<file path="config.mk">
export PLATFORM = sky130hd
export DESIGN_NAME = atc_texture_block_decoder
export DESIGN_NICKNAME = d
export VERILOG_FILES = /design/src/rtl/txbd_pkg.sv /design/src/rtl/txbd_color_lane.sv /design/src/rtl/txbd_alpha_lane.sv /design/src/rtl/txbd_texel_merge.sv /design/src/rtl/atc_texture_block_decoder.sv
export SDC_FILE = /design/constraint.sdc
export NUM_CORES = 2
export LEC_CHECK = 0
export ABC_AREA = 1
export BUFFER_PORTS_ARGS = -buffer_cell sky130_fd_sc_hd__buf_2
export CORE_ASPECT_RATIO = 0.6
export CORE_MARGIN = 2
export CORE_UTILIZATION = 40
export CTS_CLUSTER_DIAMETER = 60
export CTS_CLUSTER_SIZE = 14
export DETAILED_ROUTE_END_ITERATION = 6
export HOLD_SLACK_MARGIN = 0.02
export PLACE_DENSITY = 0.59
export SYNTH_ARGS = -nofsm -noshare
export SYNTH_HDL_FRONTEND = slang
export SYNTH_SLANG_ARGS = --single-unit
</file>
<file path="constraint.sdc">
create_clock -name clk -period 15.7 [get_ports clk]
set_clock_uncertainty 0.15 [all_clocks]
set_input_delay 0.785 -clock clk [delete_from_list [all_inputs] [get_ports clk]]
set_output_delay 0.785 -clock clk [all_outputs]
set_load 0.05 [all_outputs]
</file>
<file path="src/rtl/txbd_pkg.sv">
package txbd_pkg;

  // Palettes and per-texel selector fields
  typedef logic [3:0][7:0]  cpal_t;
  typedef logic [7:0][7:0]  apal_t;
  typedef logic [15:0][1:0] csel_t;
  typedef logic [15:0][2:0] asel_t;

  // Control from the top level into the texel merge stage
  typedef struct packed {
    logic load;
    logic alpha_mode;
  } emit_ctl_t;

  // Status from the texel merge stage back to the top level
  typedef struct packed {
    logic active;
    logic at_last;
  } emit_stat_t;

  localparam logic [3:0]  LastTexel   = 4'd15;
  localparam logic [7:0]  AlphaOpaque = 8'hff;
  localparam int unsigned ModeBit     = 15;

  // x/7 and x/5 as (x * recip) >> 14, exact for the sums that occur here
  localparam logic [11:0] Recip7     = 12'd2341;
  localparam logic [11:0] Recip5     = 12'd3277;
  localparam int unsigned RecipShift = 14;

endpackage

</file>
<file path="src/rtl/txbd_color_lane.sv">
module txbd_color_lane #(
  parameter int unsigned BW = 5
) (
  input  logic                 clk,
  input  logic                 en,
  input  logic                 mode,
  input  logic [4:0]           a_raw,
  input  logic [BW-1:0]        b_raw,
  output txbd_pkg::cpal_t      pal
);

  logic [7:0]  a8;
  logic [7:0]  b8;
  logic [5:0]  q;
  logic [10:0] mix_a;
  logic [10:0] mix_b;
  txbd_pkg::cpal_t pal_next;

  assign a8 = {a_raw, a_raw[4:2]};
  assign b8 = {b_raw, b_raw[BW-1 -: 8-BW]};
  assign q  = b8[7:2];

  assign mix_a = 11'(a8) * 11'd5 + 11'(b8) * 11'd3;
  assign mix_b = 11'(a8) * 11'd3 + 11'(b8) * 11'd5;

  always_comb begin
    pal_next[3] = b8;
    if (mode) begin
      pal_next[0] = 8'd0;
      pal_next[1] = (a8 > 8'(q)) ? (a8 - 8'(q)) : 8'd0;
      pal_next[2] = a8;
    end else begin
      pal_next[0] = a8;
      pal_next[1] = mix_a[10:3];
      pal_next[2] = mix_b[10:3];
    end
  end

  always_ff @(posedge clk) begin
    if (en) begin
      pal <= pal_next;
    end
  end

endmodule

</file>
<file path="src/rtl/txbd_alpha_lane.sv">
module txbd_alpha_lane (
  input  logic            clk,
  input  logic            load,
  input  logic            advance,
  input  logic [7:0]      a0,
  input  logic [7:0]      a1,
  output txbd_pkg::apal_t pal
);

  logic              gt;
  logic [7:0]        a0_r;
  logic [7:0]        a1_r;
  logic [5:0][10:0]  sum;
  logic [5:0][10:0]  sum_next;
  txbd_pkg::apal_t   pal_next;

  // Weighted sums: six if a0 > a1, else four
  always_comb begin
    for (int j = 0; j < 6; j++) begin
      if (a0 > a1) begin
        sum_next[j] = 11'(a0) * 11'(6 - j) + 11'(a1) * 11'(j + 1);
      end else if (j < 4) begin
        sum_next[j] = 11'(a0) * 11'(4 - j) + 11'(a1) * 11'(j + 1);
      end else begin
        sum_next[j] = 11'd0;
      end
    end
  end

  always_ff @(posedge clk) begin
    if (load) begin
      gt   <= (a0 > a1);
      a0_r <= a0;
      a1_r <= a1;
      sum  <= sum_next;
    end
  end

  // Divide by 7 or 5 through a reciprocal multiply
  always_comb begin
    logic [22:0] prod;
    pal_next[0] = a0_r;
    pal_next[1] = a1_r;
    for (int j = 0; j < 6; j++) begin
      prod = 23'(sum[j]) * 23'(gt ? txbd_pkg::Recip7 : txbd_pkg::Recip5);
      if (gt || j < 4) begin
        pal_next[j+2] = prod[txbd_pkg::RecipShift +: 8];
      end else if (j == 4) begin
        pal_next[j+2] = 8'd0;
      end else begin
        pal_next[j+2] = txbd_pkg::AlphaOpaque;
      end
    end
  end

  always_ff @(posedge clk) begin
    if (advance) begin
      pal <= pal_next;
    end
  end

endmodule

</file>
<file path="src/rtl/txbd_texel_merge.sv">
module txbd_texel_merge (
  input  logic                  clk,
  input  logic                  rst,
  input  txbd_pkg::emit_ctl_t   ctl,
  output txbd_pkg::emit_stat_t  stat,
  input  txbd_pkg::cpal_t       pal_low_in,
  input  txbd_pkg::cpal_t       pal_mid_in,
  input  txbd_pkg::cpal_t       pal_high_in,
  input  txbd_pkg::apal_t       apal_in,
  input  txbd_pkg::csel_t       csel_in,
  input  txbd_pkg::asel_t       asel_in,
  output logic                  texel_valid,
  output logic [3:0]            texel_number,
  output logic [7:0]            part_low,
  output logic [7:0]            part_mid,
  output logic [7:0]            part_high,
  output logic [7:0]            alpha_out,
  output logic                  last_texel
);

  logic            active;
  logic [3:0]      cnt;
  txbd_pkg::cpal_t pal_low;
  txbd_pkg::cpal_t pal_mid;
  txbd_pkg::cpal_t pal_high;
  txbd_pkg::apal_t apal;
  txbd_pkg::csel_t csel;
  txbd_pkg::asel_t asel;
  logic [1:0]      ci;
  logic [2:0]      ai;

  assign ci = csel[cnt];
  assign ai = asel[cnt];

  assign stat.active  = active;
  assign stat.at_last = (cnt == txbd_pkg::LastTexel);

  always_ff @(posedge clk) begin
    if (rst) begin
      active      <= 1'b0;
      cnt         <= 4'd0;
      texel_valid <= 1'b0;
    end else begin
      texel_valid <= active;
      if (ctl.load) begin
        active <= 1'b1;
        cnt    <= 4'd0;
      end else if (active) begin
        cnt <= cnt + 4'd1;
        if (cnt == txbd_pkg::LastTexel) begin
          active <= 1'b0;
        end
      end
    end
  end

  // Hold the block being streamed; a new one loads as the last texel leaves
  always_ff @(posedge clk) begin
    if (ctl.load) begin
      pal_low  <= pal_low_in;
      pal_mid  <= pal_mid_in;
      pal_high <= pal_high_in;
      apal     <= apal_in;
      csel     <= csel_in;
      asel     <= asel_in;
    end
    texel_number <= cnt;
    last_texel   <= (cnt == txbd_pkg::LastTexel);
    part_low     <= pal_low[ci];
    part_mid     <= pal_mid[ci];
    part_high    <= pal_high[ci];
    alpha_out    <= ctl.alpha_mode ? apal[ai] : txbd_pkg::AlphaOpaque;
  end

endmodule

</file>
<file path="src/rtl/atc_texture_block_decoder.sv">
// From an accepted start to the first texel beat, with the pipeline empty, a
// block passes the input register, palette stage, load and output register.
// Throughput: one texel beat per cycle while a block streams, set by the texel
// merge stage; a waiting block loads as the last texel before it leaves.
// busy rises only while two blocks wait behind the one being streamed.
// Reset clears all valid state and alpha_mode; the receiver cannot stall.
module atc_texture_block_decoder (
  input  logic        clk,
  input  logic        rst,
  input  logic        cfg_we,
  input  logic        cfg_data,
  input  logic        start,
  output logic        busy,
  input  logic [15:0] color_endpoint0,
  input  logic [15:0] color_endpoint1,
  input  logic [31:0] color_selectors,
  input  logic [7:0]  alpha_endpoint0,
  input  logic [7:0]  alpha_endpoint1,
  input  logic [47:0] alpha_selectors,
  output logic        texel_valid,
  output logic [3:0]  texel_number,
  output logic [7:0]  part_low,
  output logic [7:0]  part_mid,
  output logic [7:0]  part_high,
  output logic [7:0]  alpha_out,
  output logic        last_texel
);

  logic                 alpha_mode;
  logic                 s1_valid;
  logic                 s2_valid;
  logic                 accept;
  logic                 s1_move;
  logic                 s2_move;
  logic                 emit_free;
  logic [15:0]          e0;
  logic [15:0]          e1;
  txbd_pkg::csel_t      csel1;
  txbd_pkg::asel_t      asel1;
  txbd_pkg::csel_t      csel2;
  txbd_pkg::asel_t      asel2;
  txbd_pkg::cpal_t      pal_low;
  txbd_pkg::cpal_t      pal_mid;
  txbd_pkg::cpal_t      pal_high;
  txbd_pkg::apal_t      apal;
  txbd_pkg::emit_ctl_t  ctl;
  txbd_pkg::emit_stat_t stat;

  assign emit_free = !stat.active || stat.at_last;
  assign s2_move   = s2_valid && emit_free;
  assign s1_move   = s1_valid && (!s2_valid || s2_move);
  assign busy      = s1_valid && !(!s2_valid || s2_move);
  assign accept    = start && !busy;

  assign ctl.load       = s2_move;
  assign ctl.alpha_mode = alpha_mode;

  always_ff @(posedge clk) begin
    if (rst) begin
      alpha_mode <= 1'b0;
      s1_valid   <= 1'b0;
      s2_valid   <= 1'b0;
    end else begin
      if (cfg_we) begin
        alpha_mode <= cfg_data;
      end
      if (accept) begin
        s1_valid <= 1'b1;
      end else if (s1_move) begin
        s1_valid <= 1'b0;
      end
      if (s1_move) begin
        s2_valid <= 1'b1;
      end else if (s2_move) begin
        s2_valid <= 1'b0;
      end
    end
  end

  always_ff @(posedge clk) begin
    if (accept) begin
      e0    <= color_endpoint0;
      e1    <= color_endpoint1;
      csel1 <= color_selectors;
      asel1 <= alpha_selectors;
    end
    if (s1_move) begin
      csel2 <= csel1;
      asel2 <= asel1;
    end
  end

  txbd_color_lane #(.BW(5)) u_lane_low (
    .clk   (clk),
    .en    (s1_move),
    .mode  (e0[txbd_pkg::ModeBit]),
    .a_raw (e0[4:0]),
    .b_raw (e1[4:0]),
    .pal   (pal_low)
  );

  txbd_color_lane #(.BW(6)) u_lane_mid (
    .clk   (clk),
    .en    (s1_move),
    .mode  (e0[txbd_pkg::ModeBit]),
    .a_raw (e0[9:5]),
    .b_raw (e1[10:5]),
    .pal   (pal_mid)
  );

  txbd_color_lane #(.BW(5)) u_lane_high (
    .clk   (clk),
    .en    (s1_move),
    .mode  (e0[txbd_pkg::ModeBit]),
    .a_raw (e0[14:10]),
    .b_raw (e1[15:11]),
    .pal   (pal_high)
  );

  txbd_alpha_lane u_alpha (
    .clk     (clk),
    .load    (accept),
    .advance (s1_move),
    .a0      (alpha_endpoint0),
    .a1      (alpha_endpoint1),
    .pal     (apal)
  );

  txbd_texel_merge u_merge (
    .clk          (clk),
    .rst          (rst),
    .ctl          (ctl),
    .stat         (stat),
    .pal_low_in   (pal_low),
    .pal_mid_in   (pal_mid),
    .pal_high_in  (pal_high),
    .apal_in      (apal),
    .csel_in      (csel2),
    .asel_in      (asel2),
    .texel_valid  (texel_valid),
    .texel_number (texel_number),
    .part_low     (part_low),
    .part_mid     (part_mid),
    .part_high    (part_high),
    .alpha_out    (alpha_out),
    .last_texel   (last_texel)
  );

endmodule

</file>
==> results.cfg <==
[run]
drv_cap = 0

[synthesis]
synth_common_cells = inv_1 (981), nand2_1 (812), edfxtp_1 (637)
synth_top_area_cell = edfxtp_1
async_flop_share_pct = 0
synth.distinct_cells = 55
synth_area_leaders = edfxtp_1 (37%), fa_1 (16%), ha_1 (15%)
yosysTopAreaCellShare_pct = 37.4
ys.flop_type = edfxtp_1
yosys_warnings = 0
ys_seq_area_share_pct = 39.2
synth_edf_count = 637
netlist_area_mm2 = 0.0511
avgSynthCellArea_um2 = 10.1
ys_seq_elements = 683
yosysMostFrequentCell = inv_1
synthCells = 5081

[placed_design]
gp_congestion = 0.917
dpl.hpwl_um = 103000
place.port_buffers = 171

[clock_tree]
cts.clk_slew.worst_paths_ps = 70
clock_latency_ps = 680
cts_resized = 0
clock-root-buffer = clkbuf_16
htreeDepth = 3
cts_hold_buffers = 0
cts_tree = built
cts_setup_buffers = 0
cts_max_path_buffers = 3
clock-sinks = 683
cts-buffers-inserted = 67

[timing]
max_freq_mhz = 154
period_minus_slack_ps = 6480
period_share_pct = 41.3
hold_viol = 0
worst_pin_slew_ps = 1020
grt_setup_unrepaired = no
max-slew-margin-rel_pct = 31.5
setup_viol = 0
fin_setup_tns_ps = 0
maxSlewViolCount = 0

[critical_path]
worstSetupEndpointType = flop
crit_chain = buf_4 -> inv_2 -> buf_4 -> nand2_1 -> fa_1 -> inv_1 -> fa_1 -> fa_1 -> fa_1 -> inv_1 -> fa_1 -> inv_1 -> ha_1 -> a21oi_1 -> o21a_1 -> nor2_1 -> a211oi_1 -> nand2_1 -> nand2_1 -> nand2_1
crit_top_cell = fa_1
cp_num_buf_inv = 6
worst_path_max_delay_cell = inv_2
slowest_delay_ps = 670
startpoint_type = flop
crit_family = adder cells
crit_arrival_ps = 6760
worstPathRequired_ps = 15990
crit_fanout = 58
criticalPathCategory = flop to flop

[cells_and_area]
nets = 6484
fillers = 12000
drive_gt1_share_pct = 6.14
syn_to_final_growth_pct = 10.2

[die]
die_x_um = 466
die-area_mm2 = 0.131
chipHeight_um = 281
start_util_pct = 40.4
fp.coreArea_mm2 = 0.127
rows = 101
num_io_pins = 172

[route]
dr.pass1.iters = 6
vias = 35300
drc = 0
postRouteAntennaNets = 0
vias_per_cell = 4.99
wl_per_cell_um = 18.8
drt_iter0_drc = 3223
wl_um = 133000

[grt]
grt_pass1_wl_um = 204000
grt_max_degree = 110
grtUsageTotal_pct = 20.5
gr-total-overflow = 0
grt_antenna_before_repair = 15
grt_pass1_vias = 34000

[worst_hold_path]
hold_class = input port to flop

[outcome]
status = completed
## worst register-to-register path, delay by kind of cell (launching register included)
family / cells / cell delay (ps)
fa+ha+maj: 6 / 2860
flops: 1 / 360
simple gates: 5 / 500
compound gates: 3 / 730
buf+inv: 6 / 1650
## path summary, 6_finish.rpt
path / startpoint / end / slack (ps) / depth (start not counted)
worst max-delay path: u_alpha.gt / u_alpha.pal[38] / 9220 / 20
worst min register to register: u_lane_mid.pal[4] / u_merge.pal_mid[4] / 260 / 0
worst max register to register: u_alpha.gt / u_alpha.pal[38] / 9220 / 20
worst min-delay path: color_endpoint1[8] / e1[8] / 130 / 1
## sequential cells by signal, indices dropped and copies added, names as in the netlist, 16 cells and up
register and flops:
u_alpha.pal 64, u_alpha.sum 64, u_merge.apal 64, asel1 48, asel2 48, u_merge.asel 48
csel1 32, csel2 32, u_merge.csel 32, u_lane_mid.pal 27, u_merge.pal_mid 27, u_lane_high.pal 26
u_lane_low.pal 26, u_merge.pal_high 26, u_merge.pal_low 26, e0 16, e1 16
## layer usage
layer	wire (um)	up-vias	track usage [%]	part of all wire, %
li1	-	17200	-	-
met3	13200	104	6.43	9.9
met1	70600	16900	33.9	53
met2	47900	1146	25.4	36
met4	1470	4	3.15	1.1
met5	34	-	0	0.026
## metrics by stage
stage | cell area [um^2] | hold slack (ps) | util (%) | std cells | setup slack, ps
floorplan | 51400 | 176 | - | 5149 | 2720
CTS | 56300 | 61.3 | 44.5 | 7074 | 9230
global placement | 54100 | 250 | 42.8 | 6954 | 9270
global route | 56300 | 79.0 | 44.5 | 7080 | 8830
finish | 56300 | 125 | 44.5 | 7086 | 9220
detailed placement | 54100 | 255 | 42.8 | 6954 | 9250
## layout by cell type (no fill, tap or decap), types with 6 or more instances in the layout
cell       synthesis  final
inv_1            981    978
nand2_1          812    812
edfxtp_1         637    637
ha_1             627    627
fa_1             400    400
nand3_1          363    363
nor2_1           283    283
a21oi_1          252    251
o21ai_0          188    188
buf_2             26    171
xor2_1            71     71
conb_1             2     70
clkbuf_16          0     68
xnor2_1           48     48
dfxtp_1           46     45
nand4_1           41     41
nor3_1            32     32
o21bai_1          28     28
clkbuf_1          33     26
a21o_1            25     25
o211ai_1          23     23
buf_4             11     20
or2_2             19     19
and2_1            18     18
diode_2            0     12
a31oi_1           12     12
a211oi_1          10     10
o21ai_1            8      8
o22ai_1            8      8
inv_2              6      7
o21a_1             6      6
## cells by family after synthesis
| logic type | synth area share [%] |
|---|---|
| flops | 39.2 |
| buf+inv | 8.07 |
| fa+ha+maj | 31.0 |
| xor+xnor | 2.04 |
| simple gates | 13.2 |
| mux | 0.0196 |
| compound gates | 6.47 |
| other cells | 0.0147 |
## layout make-up
type,instances,area (um^2),share of cell area (%)
multi-input combinational,3392,27200,48.3
inverter,989,3730,6.62
sequential,683,20100,35.6
antenna,12,30.0,0.0533
tap,1699,2130,3.77
clock inverter,23,315,0.560
clock buffer,97,1840,3.27
timing repair buffer,191,1010,1.79
Power is not shown: default switching activity piles up to over one toggle a cycle in this logic, so the estimate is an artifact.
